--- config.mk ---
export PLATFORM = sky130hd
export DESIGN_NAME = dmx_widget_frame_receiver_flat
export DESIGN_NICKNAME = d
export VERILOG_FILES = /design/src/hw/rtl/dmx_wfr_pkg.sv /design/src/hw/rtl/dmx_wfr_byte_if.sv /design/src/hw/rtl/dmx_wfr_result_if.sv /design/src/hw/rtl/dmx_wfr_cfg_if.sv /design/src/hw/rtl/dmx_wfr_parser.sv /design/src/hw/rtl/dmx_widget_frame_receiver.sv /design/src/flat_wrapper.sv
export VERILOG_INCLUDE_DIRS = /design/src /design/src/hw/rtl
export SDC_FILE = /design/constraint.sdc
export NUM_CORES = 1
export LEC_CHECK = 0
export BUFFER_PORTS_ARGS = -buffer_cell sky130_fd_sc_hd__buf_2
export CAP_MARGIN = 0
export CORE_ASPECT_RATIO = 1.5
export CORE_MARGIN = 2
export CORE_UTILIZATION = 50
export CTS_CLUSTER_DIAMETER = 80
export DETAILED_ROUTE_END_ITERATION = 12
export MAX_ROUTING_LAYER = met4
export PLACE_DENSITY_LB_ADDON = 0.3
export SYNTH_ARGS = -nofsm -noshare
export SYNTH_HDL_FRONTEND = slang
export SYNTH_HIERARCHICAL = 1
export SYNTH_SLANG_ARGS = --single-unit
--- constraint.sdc ---
create_clock -name clk_i -period 2.9 [get_ports clk_i]
set_input_delay 0.87 -clock clk_i [delete_from_list [all_inputs] [get_ports clk_i]]
set_output_delay 0.87 -clock clk_i [all_outputs]
set_load 0.01 [all_outputs]
--- src/hw/rtl/dmx_widget_frame_receiver_macros.svh ---
// Assertion macros used by the frame receiver RTL.
`ifndef DMX_WIDGET_FRAME_RECEIVER_MACROS_SVH
`define DMX_WIDGET_FRAME_RECEIVER_MACROS_SVH

// Same-cycle implication, checked out of reset.
`define DMX_ASSERT_NOW(lbl, clk, rstn, ante, cons) \
  lbl: assert property (@(posedge clk) disable iff (!rstn) (ante) |-> (cons)) \
    else $error("dmx frame receiver check failed");

// Next-cycle implication, checked out of reset.
`define DMX_ASSERT_NEXT(lbl, clk, rstn, ante, cons) \
  lbl: assert property (@(posedge clk) disable iff (!rstn) (ante) |=> (cons)) \
    else $error("dmx frame receiver check failed");

`endif

--- src/hw/rtl/dmx_wfr_pkg.sv ---
// Types and constants of the DMX widget frame receiver.
package dmx_wfr_pkg;

  localparam int unsigned ByteW    = 8;
  localparam int unsigned CountW   = 16;
  localparam int unsigned CfgIdxW  = 8;
  localparam int unsigned StatusW  = 2;

  localparam logic [ByteW-1:0] StartMarkerReset  = 8'd126;
  localparam logic [ByteW-1:0] RecvLabelReset    = 8'd5;
  localparam logic [ByteW-1:0] StartCodeStd      = 8'h00;
  localparam logic [CountW-1:0] MinFrameLen      = 16'd2;

  localparam logic [CfgIdxW-1:0] CfgIdxStartMarker = 8'd0;
  localparam logic [CfgIdxW-1:0] CfgIdxRecvLabel   = 8'd1;

  localparam logic KindSlot   = 1'b0;
  localparam logic KindFinish = 1'b1;

  typedef enum logic [2:0] {
    PhHunt   = 3'd0,
    PhLabel  = 3'd1,
    PhLenLo  = 3'd2,
    PhLenHi  = 3'd3,
    PhStatus = 3'd4,
    PhSCode  = 3'd5,
    PhData   = 3'd6,
    PhEnd    = 3'd7
  } phase_e;

  typedef struct packed {
    logic [ByteW-1:0] start_marker;
    logic [ByteW-1:0] receive_label;
  } cfg_t;

  typedef struct packed {
    logic              result_kind;
    logic [ByteW-1:0]  slot_byte;
    logic [CountW-1:0] slot_index;
    logic              queue_overflow;
    logic              receive_overrun;
    logic              odd_start_code;
    logic              frame_last;
  } result_t;

endpackage

--- src/hw/rtl/dmx_wfr_byte_if.sv ---
// Byte channel from the serial link.
interface dmx_wfr_byte_if;
  logic                           valid;
  logic                           ready;
  logic [dmx_wfr_pkg::ByteW-1:0]  rx_byte;

  modport source (output valid, output rx_byte, input ready);
  modport sink   (input valid, input rx_byte, output ready);
endinterface

--- src/hw/rtl/dmx_wfr_result_if.sv ---
// Result channel carrying slot words and frame-finished words.
interface dmx_wfr_result_if;
  logic                            valid;
  logic                            ready;
  logic                            result_kind;
  logic [dmx_wfr_pkg::ByteW-1:0]   slot_byte;
  logic [dmx_wfr_pkg::CountW-1:0]  slot_index;
  logic                            queue_overflow;
  logic                            receive_overrun;
  logic                            odd_start_code;
  logic                            frame_last;

  modport source (output valid, output result_kind, output slot_byte, output slot_index,
                  output queue_overflow, output receive_overrun, output odd_start_code,
                  output frame_last, input ready);
  modport sink   (input valid, input result_kind, input slot_byte, input slot_index,
                  input queue_overflow, input receive_overrun, input odd_start_code,
                  input frame_last, output ready);
endinterface

--- src/hw/rtl/dmx_wfr_cfg_if.sv ---
// Configuration register write channel.
interface dmx_wfr_cfg_if;
  logic                            valid;
  logic                            ready;
  logic [dmx_wfr_pkg::CfgIdxW-1:0] cfg_index;
  logic [dmx_wfr_pkg::ByteW-1:0]   cfg_data;

  modport source (output valid, output cfg_index, output cfg_data, input ready);
  modport sink   (input valid, input cfg_index, input cfg_data, output ready);
endinterface

--- src/hw/rtl/dmx_wfr_parser.sv ---
// Frame parser state machine: one byte per accepted word, at most one result.
module dmx_wfr_parser (
  input  logic                           clk_i,
  input  logic                           rst_ni,
  input  logic                           accept_i,
  input  logic [dmx_wfr_pkg::ByteW-1:0]  byte_i,
  input  dmx_wfr_pkg::cfg_t              cfg_i,
  output logic                           res_valid_o,
  output dmx_wfr_pkg::result_t           res_o
);

  dmx_wfr_pkg::phase_e               phase_q, phase_d;
  logic [dmx_wfr_pkg::ByteW-1:0]     len_lo_q, len_lo_d;
  logic [dmx_wfr_pkg::CountW-1:0]    remain_q, remain_d;
  logic [dmx_wfr_pkg::CountW-1:0]    slot_cnt_q, slot_cnt_d;
  logic [dmx_wfr_pkg::StatusW-1:0]   status_q, status_d;
  logic                              scode_q, scode_d;
  logic [dmx_wfr_pkg::CountW-1:0]    frame_len;

  assign frame_len = {byte_i, len_lo_q};

  // next phase
  always_comb begin
    phase_d = phase_q;
    if (accept_i) begin
      unique case (phase_q)
        dmx_wfr_pkg::PhHunt: begin
          if (byte_i == cfg_i.start_marker) phase_d = dmx_wfr_pkg::PhLabel;
        end
        dmx_wfr_pkg::PhLabel: begin
          phase_d = (byte_i == cfg_i.receive_label) ? dmx_wfr_pkg::PhLenLo
                                                    : dmx_wfr_pkg::PhHunt;
        end
        dmx_wfr_pkg::PhLenLo:  phase_d = dmx_wfr_pkg::PhLenHi;
        dmx_wfr_pkg::PhLenHi: begin
          phase_d = (frame_len < dmx_wfr_pkg::MinFrameLen) ? dmx_wfr_pkg::PhHunt
                                                           : dmx_wfr_pkg::PhStatus;
        end
        dmx_wfr_pkg::PhStatus: phase_d = dmx_wfr_pkg::PhSCode;
        dmx_wfr_pkg::PhSCode: begin
          phase_d = (remain_q == '0) ? dmx_wfr_pkg::PhEnd : dmx_wfr_pkg::PhData;
        end
        dmx_wfr_pkg::PhData: begin
          if (remain_q == dmx_wfr_pkg::CountW'(1)) phase_d = dmx_wfr_pkg::PhEnd;
        end
        dmx_wfr_pkg::PhEnd:    phase_d = dmx_wfr_pkg::PhHunt;
        default:               phase_d = dmx_wfr_pkg::PhHunt;
      endcase
    end
  end

  // datapath registers and result word
  always_comb begin
    len_lo_d    = len_lo_q;
    remain_d    = remain_q;
    slot_cnt_d  = slot_cnt_q;
    status_d    = status_q;
    scode_d     = scode_q;
    res_valid_o = 1'b0;
    res_o       = '0;
    if (accept_i) begin
      unique case (phase_q)
        dmx_wfr_pkg::PhLenLo: len_lo_d = byte_i;
        dmx_wfr_pkg::PhLenHi: begin
          if (frame_len >= dmx_wfr_pkg::MinFrameLen) begin
            remain_d = frame_len - dmx_wfr_pkg::MinFrameLen;
          end
        end
        dmx_wfr_pkg::PhStatus: status_d = byte_i[dmx_wfr_pkg::StatusW-1:0];
        dmx_wfr_pkg::PhSCode: begin
          scode_d    = (byte_i != dmx_wfr_pkg::StartCodeStd);
          slot_cnt_d = '0;
        end
        dmx_wfr_pkg::PhData: begin
          res_valid_o       = 1'b1;
          res_o.result_kind = dmx_wfr_pkg::KindSlot;
          res_o.slot_byte   = byte_i;
          res_o.slot_index  = slot_cnt_q;
          slot_cnt_d        = slot_cnt_q + dmx_wfr_pkg::CountW'(1);
          remain_d          = remain_q - dmx_wfr_pkg::CountW'(1);
        end
        dmx_wfr_pkg::PhEnd: begin
          // end byte value is ignored
          res_valid_o           = 1'b1;
          res_o.result_kind     = dmx_wfr_pkg::KindFinish;
          res_o.slot_index      = slot_cnt_q;
          res_o.queue_overflow  = status_q[0];
          res_o.receive_overrun = ~status_q[0] & status_q[1];
          res_o.odd_start_code  = scode_q;
          res_o.frame_last      = 1'b1;
        end
        default: ;
      endcase
    end
  end

  always_ff @(posedge clk_i or negedge rst_ni) begin
    if (!rst_ni) begin
      phase_q    <= dmx_wfr_pkg::PhHunt;
      len_lo_q   <= '0;
      remain_q   <= '0;
      slot_cnt_q <= '0;
      status_q   <= '0;
      scode_q    <= 1'b0;
    end else begin
      phase_q    <= phase_d;
      len_lo_q   <= len_lo_d;
      remain_q   <= remain_d;
      slot_cnt_q <= slot_cnt_d;
      status_q   <= status_d;
      scode_q    <= scode_d;
    end
  end

endmodule

--- src/hw/rtl/dmx_widget_frame_receiver.sv ---
// DMX widget receive-frame parser: byte in, slot and frame-finished words out.
//
// rx_i takes one link byte per word. Frames are start marker, receive label,
// 16-bit little-endian length, status, start code, length-2 slot bytes, end byte.
// res_o carries one word per slot byte (result_kind 0, with its slot index) and
// one frame-finished word per end byte (result_kind 1, status and start-code
// flags, slot count in slot_index). Header bytes give no word.
// cfg_i writes the start marker (index 0) and receive label (index 1); it is
// always ready, and other indexes are dropped. Write it only while idle.
// Each result word is registered, valid in the cycle after its byte is accepted;
// one byte is accepted per cycle unless res_o stalls. The result register is the
// only stage, so rx_i.ready is low only while a word is held and res_o.ready is
// low: a stalled receiver stalls the link side in the same cycle, no word lost.
// Reset (rst_ni low, async) returns the parser to hunting for a start marker,
// empties the result register and restores the register reset values.
`include "dmx_widget_frame_receiver_macros.svh"

module dmx_widget_frame_receiver (
  input  logic                      clk_i,
  input  logic                      rst_ni,
  dmx_wfr_byte_if.sink              rx_i,
  dmx_wfr_cfg_if.sink               cfg_i,
  dmx_wfr_result_if.source          res_o
);

  dmx_wfr_pkg::cfg_t     cfg_q, cfg_d;
  dmx_wfr_pkg::result_t  par_res;
  dmx_wfr_pkg::result_t  res_q;
  logic                  par_valid;
  logic                  res_valid_q, res_valid_d;
  logic                  rx_acc;
  logic                  load;
  logic                  slot_flags;

  // configuration registers
  assign cfg_i.ready = 1'b1;

  always_comb begin
    cfg_d = cfg_q;
    if (cfg_i.valid) begin
      if (cfg_i.cfg_index == dmx_wfr_pkg::CfgIdxStartMarker) begin
        cfg_d.start_marker = cfg_i.cfg_data;
      end else if (cfg_i.cfg_index == dmx_wfr_pkg::CfgIdxRecvLabel) begin
        cfg_d.receive_label = cfg_i.cfg_data;
      end
    end
  end

  always_ff @(posedge clk_i or negedge rst_ni) begin
    if (!rst_ni) begin
      cfg_q.start_marker  <= dmx_wfr_pkg::StartMarkerReset;
      cfg_q.receive_label <= dmx_wfr_pkg::RecvLabelReset;
    end else begin
      cfg_q <= cfg_d;
    end
  end

  assign rx_i.ready = ~res_valid_q | res_o.ready;
  assign rx_acc     = rx_i.valid & rx_i.ready;

  dmx_wfr_parser u_parser (
    .clk_i       (clk_i),
    .rst_ni      (rst_ni),
    .accept_i    (rx_acc),
    .byte_i      (rx_i.rx_byte),
    .cfg_i       (cfg_q),
    .res_valid_o (par_valid),
    .res_o       (par_res)
  );

  // result register
  assign load        = rx_acc & par_valid;
  assign res_valid_d = load | (res_valid_q & ~res_o.ready);

  always_ff @(posedge clk_i or negedge rst_ni) begin
    if (!rst_ni) begin
      res_valid_q <= 1'b0;
    end else begin
      res_valid_q <= res_valid_d;
    end
  end

  always_ff @(posedge clk_i) begin
    if (load) begin
      res_q <= par_res;
    end
  end

  assign res_o.valid           = res_valid_q;
  assign res_o.result_kind     = res_q.result_kind;
  assign res_o.slot_byte       = res_q.slot_byte;
  assign res_o.slot_index      = res_q.slot_index;
  assign res_o.queue_overflow  = res_q.queue_overflow;
  assign res_o.receive_overrun = res_q.receive_overrun;
  assign res_o.odd_start_code  = res_q.odd_start_code;
  assign res_o.frame_last      = res_q.frame_last;

  // frame-finished flags, all clear on a slot word
  assign slot_flags = res_q.frame_last | res_q.queue_overflow | res_q.receive_overrun |
                      res_q.odd_start_code;

  `DMX_ASSERT_NOW(a_no_accept_when_full, clk_i, rst_ni, res_valid_q && !res_o.ready, !rx_i.ready)
  `DMX_ASSERT_NEXT(a_result_lands, clk_i, rst_ni, load, res_valid_q)
  `DMX_ASSERT_NOW(a_slot_flags_clear, clk_i, rst_ni, res_valid_q && !res_q.result_kind, !slot_flags)

endmodule

--- src/flat_wrapper.sv ---
// flat-port wrapper written by rule: the top's interface ports become plain ports
module dmx_widget_frame_receiver_flat 
  (clk_i, rst_ni, rx_i_valid, rx_i_rx_byte, rx_i_ready, cfg_i_valid, cfg_i_cfg_index, cfg_i_cfg_data, cfg_i_ready, res_o_valid, res_o_result_kind, res_o_slot_byte, res_o_slot_index, res_o_queue_overflow, res_o_receive_overrun, res_o_odd_start_code, res_o_frame_last, res_o_ready);
  dmx_wfr_byte_if rx_i_i ();
  dmx_wfr_cfg_if cfg_i_i ();
  dmx_wfr_result_if res_o_i ();
  input  logic clk_i;
  input  logic rst_ni;
  input wire logic [$bits(rx_i_i.valid)-1:0] rx_i_valid;
  input wire logic [$bits(rx_i_i.rx_byte)-1:0] rx_i_rx_byte;
  output wire logic [$bits(rx_i_i.ready)-1:0] rx_i_ready;
  input wire logic [$bits(cfg_i_i.valid)-1:0] cfg_i_valid;
  input wire logic [$bits(cfg_i_i.cfg_index)-1:0] cfg_i_cfg_index;
  input wire logic [$bits(cfg_i_i.cfg_data)-1:0] cfg_i_cfg_data;
  output wire logic [$bits(cfg_i_i.ready)-1:0] cfg_i_ready;
  output wire logic [$bits(res_o_i.valid)-1:0] res_o_valid;
  output wire logic [$bits(res_o_i.result_kind)-1:0] res_o_result_kind;
  output wire logic [$bits(res_o_i.slot_byte)-1:0] res_o_slot_byte;
  output wire logic [$bits(res_o_i.slot_index)-1:0] res_o_slot_index;
  output wire logic [$bits(res_o_i.queue_overflow)-1:0] res_o_queue_overflow;
  output wire logic [$bits(res_o_i.receive_overrun)-1:0] res_o_receive_overrun;
  output wire logic [$bits(res_o_i.odd_start_code)-1:0] res_o_odd_start_code;
  output wire logic [$bits(res_o_i.frame_last)-1:0] res_o_frame_last;
  input wire logic [$bits(res_o_i.ready)-1:0] res_o_ready;
  assign rx_i_i.valid = rx_i_valid;
  assign rx_i_i.rx_byte = rx_i_rx_byte;
  assign rx_i_ready = rx_i_i.ready;
  assign cfg_i_i.valid = cfg_i_valid;
  assign cfg_i_i.cfg_index = cfg_i_cfg_index;
  assign cfg_i_i.cfg_data = cfg_i_cfg_data;
  assign cfg_i_ready = cfg_i_i.ready;
  assign res_o_valid = res_o_i.valid;
  assign res_o_result_kind = res_o_i.result_kind;
  assign res_o_slot_byte = res_o_i.slot_byte;
  assign res_o_slot_index = res_o_i.slot_index;
  assign res_o_queue_overflow = res_o_i.queue_overflow;
  assign res_o_receive_overrun = res_o_i.receive_overrun;
  assign res_o_odd_start_code = res_o_i.odd_start_code;
  assign res_o_frame_last = res_o_i.frame_last;
  assign res_o_i.ready = res_o_ready;
  dmx_widget_frame_receiver u_core (.clk_i(clk_i), .rst_ni(rst_ni), .rx_i(rx_i_i), .cfg_i(cfg_i_i), .res_o(res_o_i));
endmodule
==> results of run 1 <==
==> cell families after synthesis <==
kind of cell	count (synthesis)	synth area share [%]
and+or+nand+nor	159	19.4
DFF	92	51.4
AOI/OAI and AO/OA	88	10.3
xor gates and xnor gates	38	7.12
buffers and inverters	36	3.67
muxes	26	6.73
adders and majority gates	5	1.31
other	1	0.0785
==> layout by cell type (no fill, tap or decap), types with 3 or more instances in the layout <==
cell type	netlist	routed
nor2_1	36	36
nor3_1	14	14
mux2_4	8	8
buf_4	3	13
nand2_1	18	18
or4_4	3	3
ha_1	5	5
nor4_1	9	9
and3b_1	3	3
edfxtp_1	29	29
a22oi_1	4	4
buf_2	5	59
dfstp_2	8	8
mux2_2	16	16
inv_1	8	8
and3_1	7	7
nand4_1	6	6
xor2_1	31	31
a22o_1	3	3
xnor2_1	6	6
a31oi_1	4	4
clkbuf_16	0	9
buf_12	0	3
a21oi_1	27	27
nand3_1	11	11
dfrtp_1	55	55
and2_1	27	27
nand4b_1	3	3
o21ai_0	39	39
==> critical path: stages <==
cell	delay, ps
buf_2	70
nand2b_1	140
and2_1	300
nand3_1	140
a211oi_1	420
or2_0	370
o21ai_0	150
mux2i_1	160
==> cells in the mapped netlist (4+ instances only) <==
library cell	number
ha_1	5
nor4_1	9
buf_2	5
mux2_4	8
nand2_1	18
a22oi_1	4
inv_1	8
clkbuf_1	15
a21oi_1	27
dfstp_2	8
xor2_1	31
dfrtp_1	55
nor2_1	36
mux2_2	16
nand4_1	6
nor3_1	14
a31oi_1	4
nand3_1	11
and3_1	7
edfxtp_1	29
o21ai_0	39
xnor2_1	6
and2_1	27
==> path summary, 6_finish.rpt <==
kind                                              start                            end  slack [ps]
min in group asynchronous                        rst_ni   u_core/u_parser/remain_q[11]         540
setup reg to reg             u_core/u_parser/phase_q[1]   u_core/u_parser/remain_q[14]         700
hold / removal             u_core/u_parser/remain_q[10]   u_core/u_parser/remain_q[10]         520
setup / recovery                            res_o_ready    u_core/u_parser/remain_q[0]         540
max in group asynchronous                        rst_ni  u_core/u_parser/slot_cnt_q[1]        1750
hold reg to reg            u_core/u_parser/remain_q[10]   u_core/u_parser/remain_q[10]         520
==> where the power goes <==
part	total (mW)	leakage (nW)	switching, mW	internal [mW]
clock	1.08	0.136	0.478	0.602
combinational	0.135	1.34	0.0757	0.0595
sequential	1.37	1.16	0.0141	1.35
==> flip-flops by register name (all words and copies together), names as in the netlist <==
signal and count:
u_core/cfg_q 16, u_core/res_o.frame_last 1, u_core/res_o.odd_start_code 1, u_core/res_o.queue_overflow 1, u_core/res_o.receive_overrun 1, u_core/res_o.result_kind 1, u_core/res_o.slot_byte 8, u_core/res_o.slot_index 16
u_core/res_o.valid 1, u_core/u_parser/len_lo_q 8, u_core/u_parser/phase_q 3, u_core/u_parser/remain_q 16, u_core/u_parser/scode_q 1, u_core/u_parser/slot_cnt_q 16, u_core/u_parser/status_q 2
==> through the flow <==
stage                     hold WS, ps  util (%)  worst slack (ps)  std cells
after floorplan                   461         -               177        445
after global placement            492      56.6               233        604
after detailed placement          501      56.6               198        604
after CTS                         515      59.6               549        620
after global routing              534      59.6               228        620
final                             516      59.6               544        620
==> layout make-up <==
| type | count | area, um2 | area share [%] |
|---|---|---|---|
| sequential | 92 | 2460 | 44.6 |
| multi-input combinational | 317 | 2150 | 39.1 |
| timing repair buffer | 75 | 453 | 8.22 |
| clock buffer | 10 | 239 | 4.34 |
| tap | 112 | 140 | 2.54 |
| clock inverter | 6 | 38.8 | 0.704 |
| inverter | 8 | 30.0 | 0.545 |
==> per-layer routing <==
layer / vias to the layer above / track usage (%)
li1: 1695 / -
met5: - / -
met3: 24 / 3.78
met4: 0 / 9.48
met2: 83 / 37.1
met1: 1683 / 21.5
==> results_dict.tcl, run 1 <==
set metrics [dict create \
    viasPerCell 5.62 \
    nNetsFinal 537 \
    cts_buffer_depth 2 \
    grt_pass1_vias 3512 \
    syn_inst 445 \
    fmax_mhz 424 \
    cts_num_sinks 92 \
    grt_pass1_wl_um 16300 \
    portBuffers 59 \
    start_kind "input port" \
    synth_top_flop_cell "dfrtp_1" \
    setup_viol 0 \
    grt.total_usage_pct 20.4 \
    layout-area-overhead-vs-synth_pct 15.3 \
    min_path_cells 2 \
    post_drt_wl_per_cell_um 15.7 \
    drc 0 \
    fin_area_um2 5510 \
    holdCritPathClass "reg2reg" \
    gp_congestion 0.851 \
    postPlaceCellArea_um2 5230 \
    maxCapViolCount 0 \
    syn_area_um2 4780 \
    yosysTopAreaCellShare_pct 28.8 \
    numCtsBuffers 9 \
    die-area_um2 10400 \
    power_density_nw_per_um2 468 \
    ant_nets 0 \
    clockRootBuffer "clkbuf_16" \
    top_layer_used "met4" \
    period_needed_ps 2360 \
    fillCellCount 785 \
    skew_ps 3.82 \
    worst_setup_path_end_kind "flop" \
    wl_um 9710 \
    met2WireLength_um 5290 \
    synth-seq-cells 92 \
    async_flop_share_pct 68.5 \
    dpl.hpwl_um 7270 \
    cp_max_fo 8 \
    relSlewSlack_pct 55.7 \
    wl_met3_um 359 \
    post-cts-setup-buffers 0 \
    fin_crit_sh_pct 81.2 \
    cts_resized 0 \
    worstPathRequired_ps 3160 \
    initial_core_util_pct 51.6 \
    status "finished, final reports clean" \
    synth-edff-count 29 \
    io_pins 61 \
    cts_tree "done" \
    core_um2 9250 \
    critPathArrivalTime_ps 2610 \
    drtIter0Drc 245 \
    rsz0062_at_grt "false" \
    num_antenna_cells 0 \
    path_class "in2reg" \
    drt-pass1-iter-count 4 \
    die_width_um 83.8 \
    ys_warn_count 6 \
    tightest_slew_ps 659 \
    p_leak_nw 2.63 \
    synth.area.top_cells "dfrtp_1 29%, edfxtp_1 18%, xor2_1 5.7%, dfstp_2 4.4%, o21ai_0 4.1%" \
    vias 3485 \
    fin_total_pwr_mw 2.58 \
    finalMaxSlewViolations 0 \
    hold_viol 0 \
    syn-num-nets 479 \
    r2r_cells 5 \
    drive_above_1_share_pct 26.4 \
    h-tree-depth 3 \
    clk_pin_slew_ps 60 \
    antenna_found_initial 0 \
    die_h_um 124 \
    fin_setup_tns_ps 0 \
    clk_latency_ps 340 \
    ir_drop_v 0.000317 \
    synth_cell_type_count 57 \
    yosysTopAreaCell "dfrtp_1" \
    gr-total-overflow 0 \
    grt_max_degree 39 \
    synth.avg_cell_area_um2 10.7 \
    holdBufCountCts 0 \
    rows 43 \
    yosysSeqAreaShare_pct 51.4 \
    wl_met1_um 3760 \
]
No activity file was read; power rests on OpenSTA's default activity.
==> inputs of run 2 (changes only) <==
Clock period 2.9 ns to 2 ns, I/O delays scaled along.
==> run 2 against run 1 <==
Against the previous run: sequential share of layout area fell by 2.9 points; non-clock buffer count rose by 36; final area rose by 7.0%; sequential power rose by 45%; utilization rose by 4.2 points; die area did not move; sequential cell count did not move; clock skew rose by 1.7 ps; largest power group unchanged.
==> results_dict.tcl, run 2 (same netlist as run 1, synthesis figures left out) <==
set metrics [dict create \
    maxCapViolCount 0 \
    cts_num_sinks 92 \
    postPlaceCellArea_um2 5530 \
    fin_crit_sh_pct 97.1 \
    cp_num_buf_inv 1 \
    grt_max_degree 64 \
    dpl.hpwl_um 7850 \
    wl_um 10700 \
    r2r_start "u_core/u_parser/remain_q[7]" \
    path_class "in2reg" \
    ant_nets 0 \
    worstPathRequired_ps 2230 \
    fin_setup_tns_ps 0 \
    fin_area_um2 5900 \
    period_needed_ps 1940 \
    h-tree-depth 3 \
    critPathArrivalTime_ps 2180 \
    start_kind "input port" \
    gp_congestion 0.890 \
    path_delay_family "simple AND/OR/NAND/NOR gates" \
    fmax_mhz 515 \
    skew_ps 5.54 \
    portBuffers 59 \
    num_antenna_cells 0 \
    cts_buffer_depth 2 \
    regArea_um2 2460 \
    regToRegSetupSlack_ps 80 \
    drt-pass1-iter-count 4 \
    ir_drop_v 0.000514 \
    place_inst 640 \
    clk_latency_ps 350 \
    max_stage_delay_ps 530 \
    drc 0 \
    grt_pass1_vias 3844 \
    initial_core_util_pct 51.6 \
    r2r-end "u_core/u_parser/remain_q[15]" \
    cts_tree "done" \
    clk_pin_slew_ps 60 \
    die-area_um2 10400 \
    crit_cells 7 \
    layout-area-overhead-vs-synth_pct 23.4 \
    power_density_nw_per_um2 681 \
    p_leak_nw 2.86 \
    holdCritPathClass "in2async" \
    die_h_um 124 \
    grt_pass1_wl_um 17700 \
    worst_slack_ps 57.3 \
    cp-startpoint "rx_i_rx_byte[4]" \
    instances_no_fill 656 \
    worst_setup_path_end_kind "flop" \
    clockRootBuffer "clkbuf_16" \
    dp_worst_setup_slack_ps -336 \
    viasPerCell 5.60 \
    finalMaxSlewViolations 0 \
    crit_path_top_delay_cell "or4_4" \
    holdBufCountCts 0 \
    mostFrequentLayoutCells "58 x buf_2, 55 x dfrtp_1, 49 x buf_4" \
    fillCellCount 786 \
    multi_input_area_um2 2210 \
    post_drt_wl_per_cell_um 16.4 \
    grt.total_usage_pct 22.7 \
    drive_above_1_share_pct 32.9 \
    nNetsFinal 573 \
    hold_viol 0 \
    setup_viol 0 \
    endpoint "u_core/u_parser/remain_q[14]" \
    vias 3675 \
    rows 43 \
    cp_max_fo 2 \
    antenna_found_initial 0 \
    r2r_cells 6 \
    status "finished, final reports clean" \
    worstPathCellList "buf_6, or4_4, nand2b_4, or4_4, xnor2_2, a22oi_1, o21ai_1" \
    numCtsBuffers 9 \
    drtIter0Drc 221 \
    die_width_um 83.8 \
    io_pins 61 \
    crit_top_cell "or4_4" \
    post-cts-setup-buffers 0 \
    final_common_cell "buf_2" \
    core_um2 9250 \
    gr-total-overflow 0 \
]
-- run 2: cell count changes in the layout (fill, tap and decap cells not counted), moves of 2 or more --
| cell | delta |
|---|---|
| o21ai_0 | -3 |
| o21ai_1 | +3 |
| nor3_4 | +2 |
| nand2_1 | -2 |
| clkbuf_1 | +2 |
| and3_1 | -2 |
| buf_4 | +36 |
| clkinv_2 | -2 |
| and3_4 | +2 |
-- run 2: routing by layer --
metal  global-route usage, %  part of all wire, %  wire length, um  up-vias
met3                    4.57                  3.5              379       38
li1                        -                    -                -     1772
met1                    21.7                   37             3950     1767
met2                    42.2                   56             5970       98
met5                       -                    0                0        -
met4                    13.1                  4.1              444        0
-- run 2: worst min-delay path by stage --
stage | startpoint | end | slack [ps] | depth (start not counted)
2_1_floorplan | rst_ni | u_core/cfg_q[15] | 300 | 0
6_report | rst_ni | u_core/u_parser/len_lo_q[1] | 250 | 2
4_1_cts | rst_ni | u_core/u_parser/len_lo_q[2] | 270 | 2
3_3_place_gp | u_core/u_parser/status_q[1] | u_core/u_parser/status_q[1] | 490 | 1
5_1_grt | rst_ni | u_core/u_parser/len_lo_q[2] | 280 | 2
3_5_place_dp | u_core/cfg_q[6] | u_core/cfg_q[6] | 520 | 1
-- run 2: what timing repair did --
item | in CTS | in global routing
resized for setup | 1 | 12
endpoints found under the hold margin | 0 | 0
gates cloned | 0 | 0
pin swaps | 0 | 1
endpoints found under the setup margin | 1 | 10
-- run 2: final cells by class --
| cell class | instances | share of cell area [%] |
|---|---|---|
| sequential | 92 | 41.7 |
| multi-input combinational | 317 | 37.6 |
| timing repair buffer | 111 | 12.4 |
| clock buffer | 14 | 4.84 |
| tap | 112 | 2.38 |
| clock inverter | 2 | 0.658 |
| inverter | 8 | 0.509 |
-- run 2: power by group --
group          internal (mW)  switching (mW)
Sequential              1.96          0.0197
Clock                   1.12           0.694
Combinational          0.105           0.118
-- run 2: per-stage QoR --
stage / power (mW) / util, % / hold WS (ps)
final: 4.01 / 63.7 / 246
after global routing: 4.14 / 63.7 / 278
after CTS: 4.05 / 63.3 / 271
after detailed placement: 2.24 / 59.7 / 518
after global placement: 2.23 / 59.7 / 487
after floorplan: 2.13 / - / 304
